[src/rtl/fmsd_pkg.sv]
// Package for the frame mean and standard deviation block.
// Holds field widths, register indexes, sequencing constants and the controller/datapath types.
// No dependencies; every other file of the block takes names from here by scope.
package fmsd_pkg;

  // Default frame size limits.
  localparam int MAX_ROWS_DEF = 1024;
  localparam int MAX_COLS_DEF = 1024;

  // Field widths of the channels.
  localparam int PIX_W      = 8;
  localparam int MEAN_W     = 16;
  localparam int STD_W      = 15;
  localparam int CFG_DATA_W = 11;
  localparam int CFG_IDX_W  = 2;

  // Register indexes.
  localparam logic [CFG_IDX_W-1:0] REG_ROW_COUNT    = 2'd0;
  localparam logic [CFG_IDX_W-1:0] REG_COLUMN_COUNT = 2'd1;

  // The variance quotient floor(65536*d/N^2) stays below 2^30.
  localparam int FRAC_W     = 16;
  localparam int QUO_W      = 30;
  localparam int VAR_PRE    = QUO_W - FRAC_W;
  localparam int MEAN_STEPS = MEAN_W;
  localparam int VAR_STEPS  = QUO_W;
  localparam int SQRT_STEPS = STD_W;
  localparam int SREM_W     = STD_W + 2;
  localparam int CNT_W      = 5;

  localparam logic [MEAN_W-1:0] MEAN_MAX = 16'hFF00;

  // Datapath operations.
  localparam logic [3:0] CMD_NONE     = 4'd0;
  localparam logic [3:0] CMD_MEAN_LD  = 4'd1;
  localparam logic [3:0] CMD_DIV_STEP = 4'd2;
  localparam logic [3:0] CMD_NQ_LD    = 4'd3;
  localparam logic [3:0] CMD_MUL_STEP = 4'd4;
  localparam logic [3:0] CMD_SS_LD    = 4'd5;
  localparam logic [3:0] CMD_NN_LD    = 4'd6;
  localparam logic [3:0] CMD_VAR_LD   = 4'd7;
  localparam logic [3:0] CMD_SQ_LD    = 4'd8;
  localparam logic [3:0] CMD_SQ_STEP  = 4'd9;
  localparam logic [3:0] CMD_FINISH   = 4'd10;

  typedef struct packed {
    logic [3:0] op;
    logic       pix_acc;
  } dp_cmd_t;

  typedef struct packed {
    logic frame_end;
    logic mul_done;
    logic out_free;
  } dp_sts_t;

endpackage

[src/rtl/fmsd_pix_if.sv]
// Pixel word channel: valid/ready handshake carrying one grayscale pixel.
// Depends on fmsd_pkg for the pixel width.
interface fmsd_pix_if;
  logic                        valid;
  logic                        ready;
  logic [fmsd_pkg::PIX_W-1:0]  pixel_value;

  modport source (output valid, output pixel_value, input ready);
  modport sink   (input valid, input pixel_value, output ready);
endinterface

[src/rtl/fmsd_res_if.sv]
// Result word channel: valid/ready handshake carrying the frame mean and deviation.
// Depends on fmsd_pkg for the field widths.
interface fmsd_res_if;
  logic                         valid;
  logic                         ready;
  logic [fmsd_pkg::MEAN_W-1:0]  mean_q8;
  logic [fmsd_pkg::STD_W-1:0]   std_dev_q8;

  modport source (output valid, output mean_q8, output std_dev_q8, input ready);
  modport sink   (input valid, input mean_q8, input std_dev_q8, output ready);
endinterface

[src/rtl/fmsd_cfg_if.sv]
// Configuration write channel: valid/ready handshake carrying a register index and data.
// Depends on fmsd_pkg for the index and data widths.
interface fmsd_cfg_if;
  logic                             valid;
  logic                             ready;
  logic [fmsd_pkg::CFG_IDX_W-1:0]   reg_index;
  logic [fmsd_pkg::CFG_DATA_W-1:0]  wr_data;

  modport source (output valid, output reg_index, output wr_data, input ready);
  modport sink   (input valid, input reg_index, input wr_data, output ready);
endinterface

[src/rtl/fmsd_dp.sv]
// Datapath: frame size registers, accumulators, shift-add multiplier, restoring divider,
// digit-by-digit square root and the result register. Depends on fmsd_pkg.
module fmsd_dp #(
  parameter int MAX_ROWS = fmsd_pkg::MAX_ROWS_DEF,
  parameter int MAX_COLS = fmsd_pkg::MAX_COLS_DEF
) (
  input  logic                              clk,
  input  logic                              rst_n,
  input  fmsd_pkg::dp_cmd_t                 cmd,
  output fmsd_pkg::dp_sts_t                 sts,
  input  logic                              cfg_valid,
  input  logic [fmsd_pkg::CFG_IDX_W-1:0]    cfg_index,
  input  logic [fmsd_pkg::CFG_DATA_W-1:0]   cfg_data,
  input  logic [fmsd_pkg::PIX_W-1:0]        pixel_value,
  output logic                              out_valid,
  input  logic                              out_ready,
  output logic [fmsd_pkg::MEAN_W-1:0]       mean_q8,
  output logic [fmsd_pkg::STD_W-1:0]        std_dev_q8
);

  localparam int ROW_W  = $clog2(MAX_ROWS + 1);
  localparam int COL_W  = $clog2(MAX_COLS + 1);
  localparam int N_MAX  = MAX_ROWS * MAX_COLS;
  localparam int N_W    = $clog2(N_MAX + 1);
  localparam int SUM_W  = N_W + fmsd_pkg::PIX_W;
  localparam int SQ_W   = N_W + 2 * fmsd_pkg::PIX_W;
  localparam int PROD_W = 2 * N_W + 2 * fmsd_pkg::PIX_W;
  localparam int NN_W   = 2 * N_W;
  localparam int QW     = fmsd_pkg::QUO_W;
  localparam int SRW    = fmsd_pkg::SREM_W;
  localparam int PRE    = fmsd_pkg::VAR_PRE;

  // A zero dimension counts as one; an oversized one saturates.
  function automatic int clamp_dim(logic [fmsd_pkg::CFG_DATA_W-1:0] v, int top);
    int r;
    r = int'(v);
    if (r == 0) begin
      r = 1;
    end else if (r > top) begin
      r = top;
    end
    return r;
  endfunction

  // Frame size.
  logic [ROW_W-1:0]       rows_r, rows_sel;
  logic [COL_W-1:0]       cols_r, cols_sel;
  logic [N_W-1:0]         size_r;
  logic [ROW_W+COL_W-1:0] size_prod;

  // Accumulators.
  logic [N_W-1:0]                  seen_r, seen_inc;
  logic [SUM_W-1:0]                sum_r;
  logic [SQ_W-1:0]                 sq_r;
  logic [2*fmsd_pkg::PIX_W-1:0]    pix_sq;

  // Arithmetic units.
  logic [PROD_W-1:0]             acc_r, mcand_r, d_r;
  logic [SUM_W-1:0]              mplier_r;
  logic [NN_W-1:0]               div_rem_r, div_den_r, div_diff;
  logic [NN_W:0]                 div_t;
  logic                          div_ge;
  logic [QW-1:0]                 div_lo_r, quo_r;
  logic [fmsd_pkg::MEAN_W-1:0]   mean_r;
  logic [QW-1:0]                 sq_x_r;
  logic [SRW-1:0]                sq_rem_r;
  logic [SRW+1:0]                sq_t, sq_trial;
  logic                          sq_ge;
  logic [fmsd_pkg::STD_W-1:0]    root_r;

  // Result register.
  logic                          out_valid_r;
  logic [fmsd_pkg::MEAN_W-1:0]   out_mean_r;
  logic [fmsd_pkg::STD_W-1:0]    out_std_r;

  always_comb begin
    rows_sel = rows_r;
    cols_sel = cols_r;
    if (cfg_valid && (cfg_index == fmsd_pkg::REG_ROW_COUNT)) begin
      rows_sel = ROW_W'(clamp_dim(cfg_data, MAX_ROWS));
    end
    if (cfg_valid && (cfg_index == fmsd_pkg::REG_COLUMN_COUNT)) begin
      cols_sel = COL_W'(clamp_dim(cfg_data, MAX_COLS));
    end
  end

  assign size_prod = (ROW_W+COL_W)'(rows_sel) * (ROW_W+COL_W)'(cols_sel);
  assign seen_inc  = seen_r + N_W'(1);
  assign pix_sq    = pixel_value * pixel_value;

  assign div_t    = {div_rem_r, div_lo_r[QW-1]};
  assign div_ge   = div_t >= {1'b0, div_den_r};
  assign div_diff = NN_W'(div_t - {1'b0, div_den_r});

  assign sq_t     = {sq_rem_r, sq_x_r[QW-1 -: 2]};
  assign sq_trial = (SRW+2)'({root_r, 2'b01});
  assign sq_ge    = sq_t >= sq_trial;

  assign sts.frame_end = seen_inc >= size_r;
  assign sts.mul_done  = (mplier_r == '0);
  assign sts.out_free  = !out_valid_r || out_ready;

  assign out_valid  = out_valid_r;
  assign mean_q8    = out_mean_r;
  assign std_dev_q8 = out_std_r;

  // Control state: size, accumulators and result valid.
  always_ff @(posedge clk) begin
    if (!rst_n) begin
      rows_r      <= ROW_W'(1);
      cols_r      <= COL_W'(1);
      size_r      <= N_W'(1);
      seen_r      <= '0;
      sum_r       <= '0;
      sq_r        <= '0;
      out_valid_r <= 1'b0;
    end else begin
      rows_r <= rows_sel;
      cols_r <= cols_sel;
      size_r <= size_prod[N_W-1:0];
      if (cmd.pix_acc) begin
        seen_r <= seen_inc;
        sum_r  <= sum_r + SUM_W'(pixel_value);
        sq_r   <= sq_r + SQ_W'(pix_sq);
      end
      if (cmd.op == fmsd_pkg::CMD_FINISH) begin
        seen_r      <= '0;
        sum_r       <= '0;
        sq_r        <= '0;
        out_valid_r <= 1'b1;
      end else if (out_ready) begin
        out_valid_r <= 1'b0;
      end
    end
  end

  // Arithmetic registers, sequenced by the controller.
  always_ff @(posedge clk) begin
    case (cmd.op)
      fmsd_pkg::CMD_MEAN_LD: begin
        // 256*S/N: the top bits of S start the remainder, its low byte and zeros follow.
        div_rem_r <= NN_W'(sum_r[SUM_W-1:fmsd_pkg::PIX_W]);
        div_lo_r  <= {sum_r[fmsd_pkg::PIX_W-1:0], (QW-fmsd_pkg::PIX_W)'(0)};
        div_den_r <= NN_W'(seen_r);
        quo_r     <= '0;
      end
      fmsd_pkg::CMD_DIV_STEP: begin
        div_rem_r <= div_ge ? div_diff : div_t[NN_W-1:0];
        div_lo_r  <= div_lo_r << 1;
        quo_r     <= {quo_r[QW-2:0], div_ge};
      end
      fmsd_pkg::CMD_NQ_LD: begin
        mean_r   <= quo_r[fmsd_pkg::MEAN_W-1:0];
        acc_r    <= '0;
        mcand_r  <= PROD_W'(sq_r);
        mplier_r <= SUM_W'(seen_r);
      end
      fmsd_pkg::CMD_MUL_STEP: begin
        if (mplier_r[0]) begin
          acc_r <= acc_r + mcand_r;
        end
        mcand_r  <= mcand_r << 1;
        mplier_r <= mplier_r >> 1;
      end
      fmsd_pkg::CMD_SS_LD: begin
        d_r      <= acc_r;
        acc_r    <= '0;
        mcand_r  <= PROD_W'(sum_r);
        mplier_r <= sum_r;
      end
      fmsd_pkg::CMD_NN_LD: begin
        d_r      <= d_r - acc_r;
        acc_r    <= '0;
        mcand_r  <= PROD_W'(seen_r);
        mplier_r <= SUM_W'(seen_r);
      end
      fmsd_pkg::CMD_VAR_LD: begin
        // 65536*d/N^2: d >> 14 is already below N^2 since the quotient fits 30 bits.
        div_rem_r <= d_r[NN_W+PRE-1:PRE];
        div_lo_r  <= {d_r[PRE-1:0], (QW-PRE)'(0)};
        div_den_r <= acc_r[NN_W-1:0];
        quo_r     <= '0;
      end
      fmsd_pkg::CMD_SQ_LD: begin
        sq_x_r   <= quo_r;
        sq_rem_r <= '0;
        root_r   <= '0;
      end
      fmsd_pkg::CMD_SQ_STEP: begin
        sq_x_r <= sq_x_r << 2;
        if (sq_ge) begin
          sq_rem_r <= SRW'(sq_t - sq_trial);
          root_r   <= {root_r[fmsd_pkg::STD_W-2:0], 1'b1};
        end else begin
          sq_rem_r <= sq_t[SRW-1:0];
          root_r   <= {root_r[fmsd_pkg::STD_W-2:0], 1'b0};
        end
      end
      fmsd_pkg::CMD_FINISH: begin
        out_mean_r <= mean_r;
        out_std_r  <= root_r;
      end
      default: begin
      end
    endcase
  end

`ifndef SYNTHESIS
  a_div_rem_below_den: assert property (@(posedge clk) disable iff (!rst_n)
    (cmd.op == fmsd_pkg::CMD_DIV_STEP) |-> (div_rem_r < div_den_r))
    else $error("divider remainder not below divisor");

  a_mean_in_range: assert property (@(posedge clk) disable iff (!rst_n)
    out_valid_r |-> (out_mean_r <= fmsd_pkg::MEAN_MAX))
    else $error("mean above 255.0");

  a_acc_cleared: assert property (@(posedge clk) disable iff (!rst_n)
    (cmd.op == fmsd_pkg::CMD_FINISH) |=> (seen_r == '0 && sum_r == '0 && sq_r == '0))
    else $error("accumulators not cleared after a frame");
`endif

endmodule

[src/rtl/fmsd_ctrl.sv]
// Controller: state machine that sequences accumulation, the multiply, divide and root steps.
// Depends on fmsd_pkg for the command and status types.
module fmsd_ctrl (
  input  logic               clk,
  input  logic               rst_n,
  input  logic               in_valid,
  output logic               in_ready,
  input  fmsd_pkg::dp_sts_t  sts,
  output fmsd_pkg::dp_cmd_t  cmd
);

  localparam logic [3:0] S_ACC      = 4'd0;
  localparam logic [3:0] S_MEAN_LD  = 4'd1;
  localparam logic [3:0] S_MEAN_DIV = 4'd2;
  localparam logic [3:0] S_NQ_LD    = 4'd3;
  localparam logic [3:0] S_NQ_MUL   = 4'd4;
  localparam logic [3:0] S_SS_LD    = 4'd5;
  localparam logic [3:0] S_SS_MUL   = 4'd6;
  localparam logic [3:0] S_NN_LD    = 4'd7;
  localparam logic [3:0] S_NN_MUL   = 4'd8;
  localparam logic [3:0] S_VAR_LD   = 4'd9;
  localparam logic [3:0] S_VAR_DIV  = 4'd10;
  localparam logic [3:0] S_SQ_LD    = 4'd11;
  localparam logic [3:0] S_SQ_RUN   = 4'd12;
  localparam logic [3:0] S_DONE     = 4'd13;

  localparam int CW = fmsd_pkg::CNT_W;

  logic [3:0]    state_r, state_nxt;
  logic [CW-1:0] cnt_r, cnt_nxt;

  assign in_ready = (state_r == S_ACC);

  always_comb begin
    state_nxt   = state_r;
    cnt_nxt     = cnt_r;
    cmd.op      = fmsd_pkg::CMD_NONE;
    cmd.pix_acc = in_ready && in_valid;
    case (state_r)
      S_ACC: begin
        if (cmd.pix_acc && sts.frame_end) begin
          state_nxt = S_MEAN_LD;
        end
      end
      S_MEAN_LD: begin
        cmd.op    = fmsd_pkg::CMD_MEAN_LD;
        cnt_nxt   = '0;
        state_nxt = S_MEAN_DIV;
      end
      S_MEAN_DIV: begin
        cmd.op  = fmsd_pkg::CMD_DIV_STEP;
        cnt_nxt = cnt_r + CW'(1);
        if (cnt_r == CW'(fmsd_pkg::MEAN_STEPS - 1)) begin
          state_nxt = S_NQ_LD;
        end
      end
      S_NQ_LD: begin
        cmd.op    = fmsd_pkg::CMD_NQ_LD;
        state_nxt = S_NQ_MUL;
      end
      S_NQ_MUL: begin
        if (sts.mul_done) begin
          state_nxt = S_SS_LD;
        end else begin
          cmd.op = fmsd_pkg::CMD_MUL_STEP;
        end
      end
      S_SS_LD: begin
        cmd.op    = fmsd_pkg::CMD_SS_LD;
        state_nxt = S_SS_MUL;
      end
      S_SS_MUL: begin
        if (sts.mul_done) begin
          state_nxt = S_NN_LD;
        end else begin
          cmd.op = fmsd_pkg::CMD_MUL_STEP;
        end
      end
      S_NN_LD: begin
        cmd.op    = fmsd_pkg::CMD_NN_LD;
        state_nxt = S_NN_MUL;
      end
      S_NN_MUL: begin
        if (sts.mul_done) begin
          state_nxt = S_VAR_LD;
        end else begin
          cmd.op = fmsd_pkg::CMD_MUL_STEP;
        end
      end
      S_VAR_LD: begin
        cmd.op    = fmsd_pkg::CMD_VAR_LD;
        cnt_nxt   = '0;
        state_nxt = S_VAR_DIV;
      end
      S_VAR_DIV: begin
        cmd.op  = fmsd_pkg::CMD_DIV_STEP;
        cnt_nxt = cnt_r + CW'(1);
        if (cnt_r == CW'(fmsd_pkg::VAR_STEPS - 1)) begin
          state_nxt = S_SQ_LD;
        end
      end
      S_SQ_LD: begin
        cmd.op    = fmsd_pkg::CMD_SQ_LD;
        cnt_nxt   = '0;
        state_nxt = S_SQ_RUN;
      end
      S_SQ_RUN: begin
        cmd.op  = fmsd_pkg::CMD_SQ_STEP;
        cnt_nxt = cnt_r + CW'(1);
        if (cnt_r == CW'(fmsd_pkg::SQRT_STEPS - 1)) begin
          state_nxt = S_DONE;
        end
      end
      S_DONE: begin
        if (sts.out_free) begin
          cmd.op    = fmsd_pkg::CMD_FINISH;
          state_nxt = S_ACC;
        end
      end
      default: begin
        state_nxt = S_ACC;
      end
    endcase
  end

  always_ff @(posedge clk) begin
    if (!rst_n) begin
      state_r <= S_ACC;
      cnt_r   <= '0;
    end else begin
      state_r <= state_nxt;
      cnt_r   <= cnt_nxt;
    end
  end

endmodule

[src/rtl/frame_mean_and_std_dev.sv]
// Top level of the frame mean and population standard deviation block.
// Instantiates fmsd_ctrl and fmsd_dp; uses fmsd_pkg and the three channel interfaces.
//
//   Channel   Direction  Handshake     Word contents
//   in_pix    sink       valid/ready   pixel_value[7:0]
//   out_res   source     valid/ready   mean_q8[15:0], std_dev_q8[14:0]
//   cfg_wr    sink       valid/ready   reg_index[1:0], wr_data[10:0]
//
// Pixels are taken one per cycle. The pixel that completes a frame starts a
// sequencer run, during which in_pix.ready is low; that run is the shift-add
// multiplier, the restoring divider and the root unit. The result waits in an
// output register, so the next frame streams in while it is unread; beyond the
// sequencer run, only a second frame end before the first result is taken
// stalls the input.
// Reset is synchronous and active low; it sets both dimensions to one.
module frame_mean_and_std_dev #(
  parameter int MAX_ROWS = fmsd_pkg::MAX_ROWS_DEF,
  parameter int MAX_COLS = fmsd_pkg::MAX_COLS_DEF
) (
  input  logic               clk,
  input  logic               rst_n,
  fmsd_cfg_if.sink           cfg_wr,
  fmsd_pix_if.sink           in_pix,
  fmsd_res_if.source         out_res
);

  fmsd_pkg::dp_cmd_t cmd;
  fmsd_pkg::dp_sts_t sts;
  logic              in_ready;

  // Config words always taken; writes must come only while block idle (unchecked).
  assign cfg_wr.ready = 1'b1;
  assign in_pix.ready = in_ready;

  // The controller steps through the frame-end arithmetic, issuing datapath commands.
  fmsd_ctrl u_ctrl (
    .clk      (clk),
    .rst_n    (rst_n),
    .in_valid (in_pix.valid),
    .in_ready (in_ready),
    .sts      (sts),
    .cmd      (cmd)
  );

  // The datapath holds the frame size, the running sums and the arithmetic units.
  fmsd_dp #(
    .MAX_ROWS (MAX_ROWS),
    .MAX_COLS (MAX_COLS)
  ) u_dp (
    .clk         (clk),
    .rst_n       (rst_n),
    .cmd         (cmd),
    .sts         (sts),
    .cfg_valid   (cfg_wr.valid),
    .cfg_index   (cfg_wr.reg_index),
    .cfg_data    (cfg_wr.wr_data),
    .pixel_value (in_pix.pixel_value),
    .out_valid   (out_res.valid),
    .out_ready   (out_res.ready),
    .mean_q8     (out_res.mean_q8),
    .std_dev_q8  (out_res.std_dev_q8)
  );

endmodule
[src/flat_wrapper.sv]
// flat-port wrapper written by rule: the top's interface ports become plain ports
module frame_mean_and_std_dev_flat 
#(
  parameter int MAX_ROWS = fmsd_pkg::MAX_ROWS_DEF,
  parameter int MAX_COLS = fmsd_pkg::MAX_COLS_DEF
)
  (clk, rst_n, cfg_wr_valid, cfg_wr_reg_index, cfg_wr_wr_data, cfg_wr_ready, in_pix_valid, in_pix_pixel_value, in_pix_ready, out_res_valid, out_res_mean_q8, out_res_std_dev_q8, out_res_ready);
  fmsd_cfg_if cfg_wr_i ();
  fmsd_pix_if in_pix_i ();
  fmsd_res_if out_res_i ();
  input  logic clk;
  input  logic rst_n;
  input wire logic [$bits(cfg_wr_i.valid)-1:0] cfg_wr_valid;
  input wire logic [$bits(cfg_wr_i.reg_index)-1:0] cfg_wr_reg_index;
  input wire logic [$bits(cfg_wr_i.wr_data)-1:0] cfg_wr_wr_data;
  output wire logic [$bits(cfg_wr_i.ready)-1:0] cfg_wr_ready;
  input wire logic [$bits(in_pix_i.valid)-1:0] in_pix_valid;
  input wire logic [$bits(in_pix_i.pixel_value)-1:0] in_pix_pixel_value;
  output wire logic [$bits(in_pix_i.ready)-1:0] in_pix_ready;
  output wire logic [$bits(out_res_i.valid)-1:0] out_res_valid;
  output wire logic [$bits(out_res_i.mean_q8)-1:0] out_res_mean_q8;
  output wire logic [$bits(out_res_i.std_dev_q8)-1:0] out_res_std_dev_q8;
  input wire logic [$bits(out_res_i.ready)-1:0] out_res_ready;
  assign cfg_wr_i.valid = cfg_wr_valid;
  assign cfg_wr_i.reg_index = cfg_wr_reg_index;
  assign cfg_wr_i.wr_data = cfg_wr_wr_data;
  assign cfg_wr_ready = cfg_wr_i.ready;
  assign in_pix_i.valid = in_pix_valid;
  assign in_pix_i.pixel_value = in_pix_pixel_value;
  assign in_pix_ready = in_pix_i.ready;
  assign out_res_valid = out_res_i.valid;
  assign out_res_mean_q8 = out_res_i.mean_q8;
  assign out_res_std_dev_q8 = out_res_i.std_dev_q8;
  assign out_res_i.ready = out_res_ready;
  frame_mean_and_std_dev #(.MAX_ROWS(MAX_ROWS), .MAX_COLS(MAX_COLS)) u_core (.clk(clk), .rst_n(rst_n), .cfg_wr(cfg_wr_i), .in_pix(in_pix_i), .out_res(out_res_i));
endmodule
[config.mk]
export PLATFORM = sky130hd
export DESIGN_NAME = frame_mean_and_std_dev_flat
export DESIGN_NICKNAME = d
export VERILOG_FILES = /design/src/rtl/fmsd_pkg.sv /design/src/rtl/fmsd_pix_if.sv /design/src/rtl/fmsd_res_if.sv /design/src/rtl/fmsd_cfg_if.sv /design/src/rtl/fmsd_dp.sv /design/src/rtl/fmsd_ctrl.sv /design/src/rtl/frame_mean_and_std_dev.sv /design/src/flat_wrapper.sv
export SDC_FILE = /design/constraint.sdc
export NUM_CORES = 2
export LEC_CHECK = 0
export ABC_AREA = 1
export BUFFER_PORTS_ARGS = -buffer_cell sky130_fd_sc_hd__buf_2
export CAP_MARGIN = 20
export CORE_MARGIN = 2
export CORE_UTILIZATION = 66
export CTS_BUF_LIST = sky130_fd_sc_hd__clkbuf_16
export CTS_CLUSTER_SIZE = 28
export DETAILED_ROUTE_END_ITERATION = 10
export PLACE_DENSITY = 0.94
export SLEW_MARGIN = 20
export SYNTH_ARGS = -nofsm -noshare
export SYNTH_HDL_FRONTEND = slang
export SYNTH_HIERARCHICAL = 1
export SYNTH_SLANG_ARGS = --single-unit
[constraint.sdc]
create_clock -name clk -period 11 [get_ports clk]
set_input_delay 2.2 -clock clk [delete_from_list [all_inputs] [get_ports clk]]
set_output_delay 2.2 -clock clk [all_outputs]
set_load 0.005 [all_outputs]
==> flow_summary.ini <==
[global_route]
overflow = 0
antenna_found_initial = 9
grt_pass1_vias = 40800
grt_max_degree = 76
grt_usage_pct = 40.9
grt_pass1_wl_um = 224000

[clock_network]
clock_sinks = 574
cts_buffers = 61
clk_path_buf_depth = 3
cts_setup_buffers = 0
cts_tree = yes
clock-root-buffer = clkbuf_16
insertion_delay_ns = 0.68
path_clk_slew_ns = 0.06
ctsResizeCount = 0
ctsHtreeMaxLevel = 2
cts-hold-fix-buffers = 0

[final_layout]
drive_gt1_share_pct = 4.39
synthToLayoutAreaGrowth_pct = 7.06
final_core_util_pct = 71.7
final_nets = 6779

[synth]
yosysWarnings = 6
synth_top_cell_by_area = edfxtp_1
ys_types = 60
netlist.area_leader.share_pct = 28.8
synth_edf_count = 434
syn_inst = 6300
ys.flop_type = edfxtp_1
synth-seq-area-share_pct = 35.0
synth-seq-cells = 574
synthesis.nets = 6749
postSynthAreaPerCell_um2 = 7.18
syn_area_um2 = 45200
async_flop_share_pct = 0
synth_area_leaders = edfxtp_1 (29%), nand2_1 (15%), inv_1 (9.7%)

[worst_setup_path]
cpMostUsedCell = inv_1
critPathMaxFanout = 14
rr_worst_depth = 24
cp.arrival_ns = 8.10
crit_path_top_delay_cell = o21ai_0
cp-end-kind = flip-flop
ff2ff_setup_slack_ns = 5.37
crit_required_ns = 11.56
cpPeakStageDelay_ns = 0.67
path_class = in -> reg
cp-start-kind = primary input
r2r_end = u_core/u_dp/size_r[20]$_SDFF_PN0_
timing.rr.start = u_core/u_dp/rows_r[4]$_SDFF_PN0_

[sta]
fin_crit_sh_pct = 68.5
slew_viol_final = 0
skew_ns = 0.0504
setup_viol = 0
fmax_ghz = 0.133
worst-slew-pin-transition_ns = 1.11
setup-tns-final_ns = 0
relSlewSlack_pct = 26.0
rsz0062_at_grt = no
hold_viol = 0
period_minus_slack_ns = 7.53

[hold_path]
min_path_cells = 0
worstHoldPathType = reg -> reg
holdPathEnd = u_core/u_dp/mean_r[14]$_DFFE_PP_
min-delay-start = u_core/u_dp/quo_r[14]$_SDFFCE_PP0P_

[floorplanning]
dieArea_um2 = 70600
start_util_pct = 67.0
die_w_um = 266
num_rows = 95
core_area_um2 = 67500
ios = 60
die_height_um = 266

[placement]
io_buffers = 58
place.detailed.hpwl_um = 113000
gp_congestion = 1.06

[drt]
drt_first_iter_violations = 5781
drc = 0
post_drt_via_cell_ratio = 5.96
num_vias = 43200
antenna_left = 0
wl_um = 145000
wire_per_inst_um = 20.0
dr.pass1.iters = 6

[power_and_ir_drop]
pwr_density_cell_nw_per_um2 = 310
p_leak_nw = 23.7
vdd_drop_max_mv = 0.374

[job]
cap_viol_max_count = 0

[status]
status = complete, no violations
==> where the power goes <==
part	switching, W	internal, W	leakage (nW)
registers	0.000668	0.00345	5.19
clock network	0.000925	0.00123	1.04
logic	0.00604	0.00268	17.4
total	0.00764	0.00735	23.7
==> cells in the mapped netlist, types with 4 or more instances <==
library cell / number
xnor2_1: 51
buf_4: 8
o21a_1: 21
o21ai_1: 8
a211oi_1: 4
fa_1: 122
nand3_2: 6
o21ai_0: 347
o2111ai_1: 15
nand2_1: 1823
xor2_1: 48
dfxtp_1: 140
a21o_1: 9
a21boi_0: 6
nand2_2: 13
o21bai_1: 16
nand3_1: 310
edfxtp_1: 434
nand4_1: 65
o31ai_1: 5
ha_1: 301
buf_2: 34
a21oi_1: 361
or2_2: 8
clkbuf_1: 68
nor2_1: 646
inv_1: 1169
o21ai_2: 12
nor3_1: 57
nand3b_1: 62
inv_2: 12
a22o_1: 5
o211ai_1: 26
nor4_1: 16
and2_1: 9
nor2_2: 17
buf_6: 8
==> layer usage <==
metal | vias to the layer above | wire length, µm | global-route usage, %
met5 | - | 40 | 0
met3 | 514 | 17200 | 8.39
li1 | 20200 | - | -
met1 | 19800 | 56000 | 54.2
met4 | 6 | 9470 | 23.0
met2 | 2725 | 62700 | 62.8
==> stage by stage <==
| step | std cells | hold WS, ns | total power [W] | setup WS (ns) | instance area [µm²] |
|---|---|---|---|---|---|
| 6_report | 7260 | 0.415 | 0.0150 | 3.47 | 48400 |
| 5_1_grt | 7257 | 0.428 | 0.0160 | 2.99 | 48400 |
| 4_1_cts | 7254 | 0.419 | 0.0146 | 3.55 | 48400 |
| 3_5_place_dp | 7140 | 0.405 | 0.0124 | 2.88 | 46300 |
| 3_3_place_gp | 7140 | 0.401 | 0.0121 | 2.94 | 46300 |
| 2_1_floorplan | 6300 | 0.400 | 0.00984 | 3.80 | 45200 |
==> cell families (layout without fill, tap and decap cells) <==
logic type                 after synthesis  count (layout)  synth area share (%)
buffers and inverters                 1304            1385                  11.1
xor gates and xnor gates                99              99                  1.92
other                                    1               7               0.00830
DFF                                    574             574                  35.0
AOI/OAI and AO/OA                      848             848                  10.2
and+or+nand+nor                       3050            3050                  27.9
adders and majority gates              423             423                  13.7
muxes                                    1               1                0.0249
==> final cells by class <==
class | count | area, µm²
Inverter | 1184 | 4440
Clock inverter | 53 | 556
Multi-Input combinational cell | 4422 | 24400
Antenna cell | 6 | 15.0
Sequential cell | 574 | 15800
Clock buffer | 61 | 1530
Timing Repair Buffer | 87 | 508
Tap cell | 873 | 1090
Fill cell | 5445 | 19100
==> worst max-delay path by stage <==
stage	from	endpoint	slack (ns)
after CTS	cfg_wr_reg_index[1]	u_core/u_dp/size_r[20]$_SDFF_PN0_	3.55
final	cfg_wr_reg_index[1]	u_core/u_dp/size_r[20]$_SDFF_PN0_	3.47
after detailed placement	cfg_wr_reg_index[1]	u_core/u_dp/size_r[20]$_SDFF_PN0_	2.88
after global routing	cfg_wr_valid	u_core/u_dp/size_r[19]$_SDFF_PN0_	2.99
after floorplan	cfg_wr_wr_data[6]	u_core/u_dp/size_r[20]$_SDFF_PN0_	3.80
after global placement	cfg_wr_valid	u_core/u_dp/size_r[20]$_SDFF_PN0_	2.94
==> worst max-delay path: cells and delay by family <==
kind | cells | cell delay (ns)
buffers and inverters | 10 | 1.11
adders and majority gates | 6 | 2.89
AOI/OAI and AO/OA | 4 | 1.07
and+or+nand+nor | 8 | 0.79
==> layout by cell type (no fill, tap or decap), types with 21 or more instances in the layout <==
master,Yosys,final
xnor2_1,51,51
a21oi_1,361,361
o21a_1,21,21
clkbuf_16,0,61
edfxtp_1,434,434
buf_2,34,58
fa_1,122,122
nor3_1,57,56
inv_1,1169,1176
o211ai_1,26,26
buf_4,8,29
nand2_1,1823,1820
ha_1,301,301
nand4_1,65,65
o21ai_0,347,347
dfxtp_1,140,140
nor2_1,646,639
xor2_1,48,48
nand3_1,310,310
nand3b_1,62,62
==> registers in the layout, indices dropped and copies added, names as in the netlist, 15 cells and up <==
| name | cells |
|---|---|
| u_core/u_dp/acc_r | 56 |
| u_core/u_dp/d_r | 56 |
| u_core/u_dp/mcand_r | 56 |
| u_core/u_dp/div_den_r | 42 |
| u_core/u_dp/div_rem_r | 42 |
| u_core/u_dp/sq_r | 37 |
| u_core/u_dp/quo_r | 30 |
| u_core/u_dp/sq_x_r | 30 |
| u_core/u_dp/mplier_r | 29 |
| u_core/u_dp/sum_r | 29 |
| u_core/u_dp/seen_r | 21 |
| u_core/u_dp/size_r | 21 |
| u_core/u_dp/sq_rem_r | 17 |
| u_core/u_dp/mean_q8 | 16 |
| u_core/u_dp/mean_r | 16 |
| u_core/u_dp/root_r | 15 |
| u_core/u_dp/std_dev_q8 | 15 |
(Power assumes the default switching activity.)
